<file path="config.mk">
export PLATFORM = sky130hd
export DESIGN_NAME = longest_window_k_distinct_core
export DESIGN_NICKNAME = d
export VERILOG_FILES = /design/src/lwkd_pkg.sv /design/src/longest_window_k_distinct_core.sv /design/src/lwkd_ctrl.sv /design/src/lwkd_dpath.sv
export SDC_FILE = /design/constraint.sdc
export NUM_CORES = 2
export LEC_CHECK = 0
export ABC_AREA = 0
export BUFFER_PORTS_ARGS = -buffer_cell sky130_fd_sc_hd__buf_2
export CAP_MARGIN = 20
export CORE_MARGIN = 4
export CORE_UTILIZATION = 35
export CTS_CLUSTER_DIAMETER = 200
export CTS_CLUSTER_SIZE = 16
export DETAILED_ROUTE_END_ITERATION = 7
export PLACE_DENSITY = 0.59
export SLEW_MARGIN = 20
export SYNTH_ARGS = -nofsm -noshare
export SYNTH_HDL_FRONTEND = slang
export SYNTH_SLANG_ARGS = --single-unit
</file>
<file path="constraint.sdc">
create_clock -name i_clk -period 14 [get_ports i_clk]
set_clock_uncertainty 0.2 [all_clocks]
set_input_delay 4.2 -clock i_clk [delete_from_list [all_inputs] [get_ports i_clk]]
set_output_delay 4.2 -clock i_clk [all_outputs]
set_load 0.005 [all_outputs]
</file>
<file path="src/lwkd_pkg.sv">
// ----------------------------------------------------------------------------
// lwkd_pkg
// Types and constants shared by the longest k-distinct window core.
// ----------------------------------------------------------------------------
package lwkd_pkg;

    localparam int          DEFAULT_SYMBOL_COUNT = 128;
    localparam int unsigned DEFAULT_MAX_LENGTH   = 32'd65535;

    localparam int SYMBOL_W = 7;
    localparam int LENGTH_W = 16;
    localparam int CFG_W    = 8;

    localparam logic [CFG_W-1:0] MAX_DISTINCT_RESET = 8'd2;

    typedef struct packed {
        logic [SYMBOL_W-1:0] symbol;
        logic                end_of_string;
    } t_item;

    typedef struct packed {
        logic [LENGTH_W-1:0] window_length;
        logic [LENGTH_W-1:0] best_length;
        logic                overflow;
        logic                is_last;
    } t_result;

    typedef struct packed {
        logic accept;
        logic scan_start;
        logic scan_read;
        logic evict;
        logic finish;
    } t_cmd;

    typedef struct packed {
        logic over;
        logic scan_at_end;
        logic out_free;
    } t_status;

endpackage

</file>
<file path="src/longest_window_k_distinct_core.sv">
// Flow: o_stall is high from the taken request until S_IDLE. S_CHECK registers the
// result and o_valid once nothing is to be evicted and the output is free; until then
// each eviction runs S_SCAN, S_DRAIN and S_EVICT, one last-seen memory read per entry.
// Reset: synchronous, active low; clears the window, counters and result
// valid, and sets max_distinct to 2. The last-seen memory is not cleared.
// ----------------------------------------------------------------------------
// longest_window_k_distinct_core
// Streaming longest window with at most max_distinct distinct characters.
// ----------------------------------------------------------------------------
module longest_window_k_distinct_core #(
    parameter int          SYMBOL_COUNT = lwkd_pkg::DEFAULT_SYMBOL_COUNT,
    parameter int unsigned MAX_LENGTH   = lwkd_pkg::DEFAULT_MAX_LENGTH
) (
    input  logic                        i_clk,
    input  logic                        i_rst_n,
    input  logic                        i_valid,
    output logic                        o_stall,
    input  lwkd_pkg::t_item             i_item,
    output logic                        o_valid,
    input  logic                        i_stall,
    output lwkd_pkg::t_result           o_result,
    input  logic                        i_cfg_valid,
    output logic                        o_cfg_ready,
    input  logic [lwkd_pkg::CFG_W-1:0]  i_cfg_data
);

    lwkd_pkg::t_cmd    cmd;
    lwkd_pkg::t_status status;
    logic              idle;

    lwkd_ctrl u_ctrl (
        .i_clk    (i_clk),
        .i_rst_n  (i_rst_n),
        .i_valid  (i_valid),
        .i_status (status),
        .o_cmd    (cmd),
        .o_idle   (idle)
    );

    lwkd_dpath #(
        .SYMBOL_COUNT (SYMBOL_COUNT),
        .MAX_LENGTH   (MAX_LENGTH)
    ) u_dpath (
        .i_clk      (i_clk),
        .i_rst_n    (i_rst_n),
        .i_cmd      (cmd),
        .o_status   (status),
        .i_item     (i_item),
        .i_cfg_we   (i_cfg_valid && idle),
        .i_cfg_data (i_cfg_data),
        .i_stall    (i_stall),
        .o_valid    (o_valid),
        .o_result   (o_result)
    );

    assign o_stall     = !idle;
    assign o_cfg_ready = idle;

endmodule

</file>
<file path="src/lwkd_ctrl.sv">
// ----------------------------------------------------------------------------
// lwkd_ctrl
// Sequencer: request intake, limit check, eviction scan and result release.
// ----------------------------------------------------------------------------
module lwkd_ctrl (
    input  logic              i_clk,
    input  logic              i_rst_n,
    input  logic              i_valid,
    input  lwkd_pkg::t_status i_status,
    output lwkd_pkg::t_cmd    o_cmd,
    output logic              o_idle
);

    typedef enum logic [2:0] {
        S_IDLE,
        S_CHECK,
        S_SCAN,
        S_DRAIN,
        S_EVICT
    } t_state;

    t_state r_state;
    t_state n_state;

    always_comb begin
        n_state = r_state;
        o_cmd   = '0;
        unique case (r_state)
            S_IDLE: begin
                if (i_valid) begin
                    o_cmd.accept = 1'b1;
                    n_state      = S_CHECK;
                end
            end
            S_CHECK: begin
                if (i_status.over) begin
                    o_cmd.scan_start = 1'b1;
                    n_state          = S_SCAN;
                end else if (i_status.out_free) begin
                    o_cmd.finish = 1'b1;
                    n_state      = S_IDLE;
                end
            end
            S_SCAN: begin
                o_cmd.scan_read = 1'b1;
                if (i_status.scan_at_end) begin
                    n_state = S_DRAIN;
                end
            end
            S_DRAIN: begin
                n_state = S_EVICT;
            end
            S_EVICT: begin
                o_cmd.evict = 1'b1;
                n_state     = S_CHECK;
            end
            default: begin
                n_state = S_IDLE;
            end
        endcase
    end

    always_ff @(posedge i_clk) begin
        if (!i_rst_n) begin
            r_state <= S_IDLE;
        end else begin
            r_state <= n_state;
        end
    end

    assign o_idle = (r_state == S_IDLE);

endmodule

</file>
<file path="src/lwkd_dpath.sv">
// ----------------------------------------------------------------------------
// lwkd_dpath
// Window state, last-seen memory, oldest-sighting scan and result register.
// ----------------------------------------------------------------------------
module lwkd_dpath #(
    parameter int          SYMBOL_COUNT = lwkd_pkg::DEFAULT_SYMBOL_COUNT,
    parameter int unsigned MAX_LENGTH   = lwkd_pkg::DEFAULT_MAX_LENGTH
) (
    input  logic                           i_clk,
    input  logic                           i_rst_n,
    input  lwkd_pkg::t_cmd                 i_cmd,
    output lwkd_pkg::t_status              o_status,
    input  lwkd_pkg::t_item                i_item,
    input  logic                           i_cfg_we,
    input  logic [lwkd_pkg::CFG_W-1:0]     i_cfg_data,
    input  logic                           i_stall,
    output logic                           o_valid,
    output lwkd_pkg::t_result              o_result
);

    localparam int SYM_W     = $clog2(SYMBOL_COUNT);
    localparam int CNT_W     = $clog2(SYMBOL_COUNT + 1);
    localparam int POS_W     = $clog2(longint'(MAX_LENGTH) + 1);
    localparam int SYM_CODES = 2 ** lwkd_pkg::SYMBOL_W;
    localparam logic [POS_W-1:0] POS_MAX = POS_W'(MAX_LENGTH);
    localparam logic [SYM_W-1:0] SYM_END = SYM_W'(SYMBOL_COUNT - 1);

    logic [SYM_W-1:0]            sym_map [SYM_CODES];
    logic [POS_W-1:0]            mem [SYMBOL_COUNT];

    logic [SYMBOL_COUNT-1:0]     r_in_window;
    logic [CNT_W-1:0]            r_distinct;
    logic [POS_W-1:0]            r_ws;
    logic [POS_W-1:0]            r_pos;
    logic [POS_W-1:0]            r_best;
    logic                        r_ovf;
    logic                        r_last;
    logic [lwkd_pkg::CFG_W-1:0]  r_max_distinct;
    logic [SYM_W-1:0]            r_scan_idx;
    logic                        r_rd_vld;
    logic [SYM_W-1:0]            r_rd_sym;
    logic [POS_W-1:0]            r_rd_data;
    logic                        r_found;
    logic [POS_W-1:0]            r_oldest;
    logic [SYM_W-1:0]            r_victim;
    logic                        r_out_valid;
    lwkd_pkg::t_result           r_result;

    logic [SYM_W-1:0]            sym_idx;
    logic                        sym_hit;
    logic [POS_W-1:0]            n_pos;
    logic                        n_ovf;
    logic [POS_W-1:0]            seen_pos;
    logic [POS_W-1:0]            n_len;
    logic [POS_W-1:0]            n_best;
    logic                        take_candidate;

    for (genvar g = 0; g < SYM_CODES; g++) begin : g_sym_map
        assign sym_map[g] = SYM_W'(g % SYMBOL_COUNT);
    end

    always_comb begin
        sym_idx = sym_map[i_item.symbol];
        sym_hit = r_in_window[sym_idx];
        if (r_pos >= POS_MAX) begin
            n_pos = POS_MAX;
            n_ovf = 1'b1;
        end else begin
            n_pos = r_pos + 1'b1;
            n_ovf = r_ovf;
        end
        seen_pos = n_pos - 1'b1;
        n_len    = (r_ws <= r_pos) ? (r_pos - r_ws) : '0;
        n_best   = (n_len > r_best) ? n_len : r_best;
        take_candidate = r_rd_vld && r_in_window[r_rd_sym]
                         && (!r_found || (r_rd_data < r_oldest));
    end

    always_ff @(posedge i_clk) begin
        if (i_cmd.accept) begin
            mem[sym_idx] <= seen_pos;
        end
        if (i_cmd.scan_read) begin
            r_rd_data <= mem[r_scan_idx];
            r_rd_sym  <= r_scan_idx;
        end
        if (take_candidate) begin
            r_oldest <= r_rd_data;
            r_victim <= r_rd_sym;
        end
        if (i_cmd.finish) begin
            r_result.window_length <= lwkd_pkg::LENGTH_W'(n_len);
            r_result.best_length   <= lwkd_pkg::LENGTH_W'(n_best);
            r_result.overflow      <= r_ovf;
            r_result.is_last       <= r_last;
        end
    end

    always_ff @(posedge i_clk) begin
        if (!i_rst_n) begin
            r_in_window    <= '0;
            r_distinct     <= '0;
            r_ws           <= '0;
            r_pos          <= '0;
            r_best         <= '0;
            r_ovf          <= 1'b0;
            r_last         <= 1'b0;
            r_max_distinct <= lwkd_pkg::MAX_DISTINCT_RESET;
            r_scan_idx     <= '0;
            r_rd_vld       <= 1'b0;
            r_found        <= 1'b0;
            r_out_valid    <= 1'b0;
        end else begin
            if (i_cfg_we) begin
                r_max_distinct <= i_cfg_data;
            end
            if (i_cmd.accept) begin
                r_pos                <= n_pos;
                r_ovf                <= n_ovf;
                r_last               <= i_item.end_of_string;
                r_in_window[sym_idx] <= 1'b1;
                if (!sym_hit) begin
                    r_distinct <= r_distinct + 1'b1;
                end
            end
            r_rd_vld <= i_cmd.scan_read;
            if (i_cmd.scan_start) begin
                r_scan_idx <= '0;
                r_found    <= 1'b0;
            end else if (i_cmd.scan_read) begin
                r_scan_idx <= r_scan_idx + 1'b1;
            end
            if (take_candidate) begin
                r_found <= 1'b1;
            end
            if (i_cmd.evict) begin
                r_in_window[r_victim] <= 1'b0;
                r_ws                  <= r_oldest + 1'b1;
                r_distinct            <= r_distinct - 1'b1;
            end
            if (i_cmd.finish) begin
                r_out_valid <= 1'b1;
                if (r_last) begin
                    r_in_window <= '0;
                    r_distinct  <= '0;
                    r_ws        <= '0;
                    r_pos       <= '0;
                    r_best      <= '0;
                    r_ovf       <= 1'b0;
                end else begin
                    r_best      <= n_best;
                end
            end else if (!i_stall) begin
                r_out_valid <= 1'b0;
            end
        end
    end

    always_comb begin
        o_status.over        = int'(r_distinct) > int'(r_max_distinct);
        o_status.scan_at_end = (r_scan_idx == SYM_END);
        o_status.out_free    = !r_out_valid || !i_stall;
    end

    assign o_valid  = r_out_valid;
    assign o_result = r_result;

endmodule

</file>
; ---- Yosys cells after proc, flatten, opt, wreduce, memory -nomap -nowiden
; Memory sizes are Yosys's and may differ from the RTL's. A register that Yosys moved wholly into a read port is not among the register bits.
; Index checks and enable logic that the tools add are counted.
[word_totals]
reg_bits = 271
mem_bits_rw = 2048
romBits = 896
in_bits = 21
output_inout_bits = 37
wordCells = 123
memories = 2
[mem_list]
columns = memory, words, word_bits, read_ports, rd_ports_with_merged_regs, wr, line
row1 = u_dpath.mem, 128, 16, 1, 1, 1, lwkd_dpath.sv:29  ; logic [POS_W-1:0] mem [SYMBOL_COUNT];
row2 = (no name shown), 128, 7, 1, 0, 0, lwkd_dpath.sv:63  ; sym_idx = sym_map[i_item.symbol];
[classes]
add_sub_neg = 7
n_lt_le_gt_ge = 11
eq_ne = 9
mux = 54
n_bitwise = 5
reduce_logical = 15
[op_table]
columns = cell, n
row1 = $mux 128, 5
row2 = $mux 16, 10
row3 = $and 128x128->128, 1
row4 = $not 128->128, 1
row5 = $or 128x128->128, 1
row6 = $mux 8, 5
row7 = $add 16x1->16 const B, 2
row8 = $lt 7x8->1 const B, 3
row9 = $mux 1, 23
row10 = $ge 16x16->1 const B, 1
row11 = $gt 16x16->1, 1
row12 = $le 16x16->1, 1
row13 = $lt 16x16->1, 1
row14 = $sub 16x1->16 const B, 1
row15 = $sub 16x16->16, 1
row16 = $pmux 3 s5, 1
row17 = $bmux 1 s7, 2
row18 = $demux 1 s7, 2
row19 = $ge 7x1->1 const B, 2
row20 = $mux 7, 2
row21 = $mux 3, 4
row22 = $add 8x1->8 const B, 1
row23 = $ge 8x8->1 const B, 1
row24 = $gt 8x8->1, 1
row25 = 18 further kinds, 28

; ---- Logic depth before layout (Yosys ltp)
[logic_depth]
depth_word = 15
ltp_mapped = 23
ltp_nobuf = 21

; ---- By module
; From an unflattened synthesis, not the netlist that was laid out.
[unflattened]
cells_unflattened = 4452
hier_area_um2 = 92950.4
[modules_own_cells]
columns = mod, instances, cells_per_inst, area_each_um2, seq_area_each_um2
row1 = lwkd_dpath, 1, 4428, 92738.9, 67985.2
row2 = lwkd_ctrl, 1, 22, 201.4, 60.1
row3 = longest_window_k_distinct_core, 1, 2, 10.0, 0.0

; ---- Worst setup path before layout
; Ideal clock, no wire load.
[synth_timing]
path_kind = register -> register
start = register u_dpath.r_pos[1]
end = memory u_dpath.mem[0][10] (netlist bit) (data pin)
setup_time_ps = 891
arrival_ps = 8746
required_ps = 12909
slack_ps = 4163
path_stages_with_launch = 12
path_buffers = 0
period_less_slack_ps = 9837
path_cell_list = dfxtp_1 ha_1 nand3_1 or3_1 nor2_1 nor2_1 ha_1 nand2_1 or2_2 nor3_1 a311oi_1 a21oi_1
[synth_between]
elab_chain_cells = 3
word_cells_on_any_way = 4
classes_between = add/sub (2) / order compare (1) / mux (1)
[synth_lines]
columns = item, line
row1 = from (decl), lwkd_dpath.sv:34  ; logic [POS_W-1:0] r_pos;
row2 = from (signal assigned), lwkd_dpath.sv:118  ; r_pos <= n_pos;
row3 = $add 16x1->16 / $ge 16x16->1 (equally long branches), "lwkd_dpath.sv:69, lwkd_dpath.sv:65"
row4 = $mux 16 (*), lwkd_dpath.sv:65  ; if (r_pos >= POS_MAX) begin
row5 = $sub 16x1->16 (*), lwkd_dpath.sv:72  ; seen_pos = n_pos - 1'b1;
row6 = net u_dpath.seen_pos[10], lwkd_dpath.sv:53  ; logic [POS_W-1:0] seen_pos;
row7 = to (decl), lwkd_dpath.sv:29
; The timed path passes the listed nets; every way through them passes the cells marked *.

; ---- Worst setup path in the final report
[layout_timing]
start = input port i_item[2] (netlist bit)
end = memory u_dpath.mem[110][13] (netlist bit) (enable)
[layout_between]
elab_chain_cells = 4
[layout_lines]
columns = item, line
row1 = from (decl), longest_window_k_distinct_core.sv:18  ; input lwkd_pkg::t_item i_item,
row2 = $not 7->8 (not written as such), lwkd_dpath.sv:63
row3 = $mem_v2 128x7, n/a
row4 = $mux 7 (not written as such) (2 in series), lwkd_dpath.sv:63
; Every way passes these cells. The select of a mux whose other input is x is not followed.

==> run summary <==
Outcome: complete, no violations
Finished Cell Area: 103000 um^2
Most common cell on crit path: buf_4
Synth Instances: 4558
Syn_nets: 4641
Met1 usage: 24.1%
# hold bufs at CTS: 0
IO Port Bufs: 57
Setup crit end kind: register
Dpl cell area: 98200 um^2
Synth unique cells: 77
Hold Crit Class: register to register
Starting DRT DRC Count: 5332
Max Freq: 0.144 GHz
Crit. Startpoint: i_item[2]
Pwr dens: 129 nW/um^2
Final Instance Count excl. Fillers: 8277
Synthesized area per cell: 20.4 um^2
Post-CTS setup buffer count: 0
Root Buffer: clkbuf_16
WL final: 239 mm
Cells on worst reg2reg path: 7
Quantity of gates resized following cts: 0
Global-route wire length before repair: 344 mm
Layout cell share with drive strength beyond 1: 27.0%
TNS Setup: 0 ns
Maximum VDD drop: 0.000117 V
CP peak stage delay: 0.85 ns
Worst Path Max Fanout: 41
Area contributors post-synth: edfxtp_1 (69%), mux4_2 (18%), dfxtp_1 (4.5%)
Critical path buffers and inverters: 3
Total CTS buffers: 163
Critical path data arrival time: 7.20 ns
Grt met3 use: 2.53%
Clk_lat worst skew: 0.86 ns
Clock buffer depth: 3
Overall power: 13.3 mW
Most frequent cells in the layout: edfxtp_1 (2128), mux4_2 (728), nor2_1 (233)
FF-to-FF End: u_dpath.r_rd_data[8]
Starting Density: 35.3%
Pins Over Slew Limit: 0
Crit path capture: u_dpath.mem[110][13]
Crit-path cells: buf_2, buf_4, nor2b_1, nand3_1, buf_4, nor2_2
Routed via count: 46200
WP depth: 6
Most common cell after layout, fill and taps aside: edfxtp_1
Worst Path Required: 14.26 ns
Multi-input gate area: 24200 um^2
H-tree levels: 4
WL per Instance: 28.9 um
Top delay family on crit path: simple AND/OR/NAND/NOR gates
CTS clk-pin slew, worst paths: 0.07 ns
Total of max-cap violations: 0
Max transition margin: 21.9%
Post-synthesis sequential area ratio: 73.2%
Reg2reg start: u_dpath.r_scan_idx[1]
Top-area cell type share of the netlist area: 68.8%
# setup viols final: 0
DIE HEIGHT: 523 um
Final HPWL DP: 147 mm
TritonRoute pass-1 iters: 6
Final setup margin: 7.05 ns
Die area: 274000 um^2
Grt total ovfl: 0
Ys flop type: edfxtp_1
CTS tree: built
Unrepaired setup endpoints after global routing: no
Vias per cell: 5.58
Num rows: 188
Post-Place Worst Slack: 6.11 ns
Yosys Warn Count: 0
Placer Congestion: 0.888
Overall routing resource usage: 17.3%
Cell Area, Synth: 92900 um^2
Setup crit start kind: primary input
DP Cell Count: 8017
Crit Path Class: primary input to register
Largest net degree at the start of global routing: 146
CORE AREA: 263000 um^2
Synth area leader: edfxtp_1
M2 GR Usage: 28.6%
Die Width: 523 um
Hold Fails Final Rpt: 0
P&R area growth vs syn: 10.8%
Most used routing layer: met2
P_leak: 30.0 nW
# IOs: 58
Slowest cell on crit path: nor2_2
TritonCTS Sinks: 2335
Min Tclk post-route: 6.95 ns
Reg2Reg Setup Slack: 8.39 ns
Initial antenna violation count: 14
Storage element area: 68100 um^2
Number of global-route vias before repair: 45900
Post-DRT Antenna Nets: 0
Number of remaining DRC errors: 0
Flops & latches, synth: 2335
Crit share post-route: 49.6%
Worst Tran Pin Value: 1.17 ns
Fraction of registers with async set/reset: 0%
Post-synth EDFFs: 2128
# fillers: 23400
Nets: 4753
## worst min-delay path by stage
stage	startpoint	end	slack (ns)	cells past startpoint
floorplan	u_dpath.r_scan_idx[2]	u_dpath.r_rd_sym[2]	0.21	0
global placement	u_dpath.r_rd_data[0]	u_dpath.r_oldest[0]	0.24	0
detailed placement	u_dpath.r_rd_data[12]	u_dpath.r_oldest[12]	0.24	0
CTS	u_dpath.r_rd_data[8]	u_dpath.r_oldest[8]	0.24	0
global route	u_dpath.r_rd_data[8]	u_dpath.r_oldest[8]	0.25	0
finish	u_dpath.r_rd_data[8]	u_dpath.r_oldest[8]	0.25	0
## layer usage
| layer | up-vias | part of all wire, % |
|---|---|---|
| li1 | 19100 | - |
| met1 | 25100 | 42 |
| met2 | 1764 | 49 |
| met3 | 283 | 6.4 |
| met4 | 0 | 2.2 |
| met5 | - | 0 |
## power breakdown
part | leakage (nW) | switching [mW] | total, mW | internal, mW
Combinational | 7.21 | 0.663 | 0.892 | 0.229
Clock | 2.21 | 2.35 | 4.53 | 2.18
Sequential | 20.6 | 0.0222 | 7.91 | 7.89
## worst reg2reg max path, stage by stage (launching register included)
cell,delay (ns)
dfxtp_4,0.86
buf_12,0.53
buf_12,0.64
buf_4,1.08
mux4_2,0.48
mux4_2,0.57
mux4_2,0.64
mux2_2,0.35
## area by class of cell
cell class,instances,area share [%]
multi-input cells,1903,23.5
clock buffers,234,4.24
repair buffers,194,1.41
clock inverters,13,0.231
inverters,73,0.268
well taps,3515,4.27
flip-flops and latches,2335,66.1
diodes,10,0.0243
## cells in the mapped netlist (19+ instances only)
cell and instances:
mux4_2 728, nor2_1 347, xnor2_1 36, nand2_1 108, o22ai_1 128, nor2b_1 24
mux2i_1 31, o21ai_0 35, mux2_2 30, nor3_1 19, inv_1 73, edfxtp_1 2128
a211oi_1 24, dfxtp_1 207, clkbuf_1 149, a21oi_1 45, buf_1 25, and2_1 20
ha_1 61, nand3_1 53, buf_2 65
## per-stage QoR
step | util, % | hold WS [ns]
2_1_floorplan | - | 0.206
3_3_place_gp | 37.3 | 0.242
3_5_place_dp | 37.3 | 0.244
4_1_cts | 39.1 | 0.236
5_1_grt | 39.1 | 0.245
6_report | 39.1 | 0.245
## flip-flops by register name, indices dropped and copies added, names as in the netlist, 16 cells and up
register	flops
u_dpath.r_rd_data	16
u_dpath.o_result	34
u_dpath.r_in_window	128
u_dpath.r_pos	16
u_dpath.r_best	16
u_dpath.mem	2048
u_dpath.r_oldest	16
u_dpath.r_ws	16
## kinds of logic after synthesis
| group | synth area share, % |
|---|---|
| and+or+nand+nor | 3.11 |
| adders and majority gates | 0.843 |
| AOI/OAI and AO/OA | 2.56 |
| DFF | 73.2 |
| xor gates and xnor gates | 0.490 |
| muxes | 18.4 |
| buffers and inverters | 1.42 |
(Power assumes the default switching activity.)
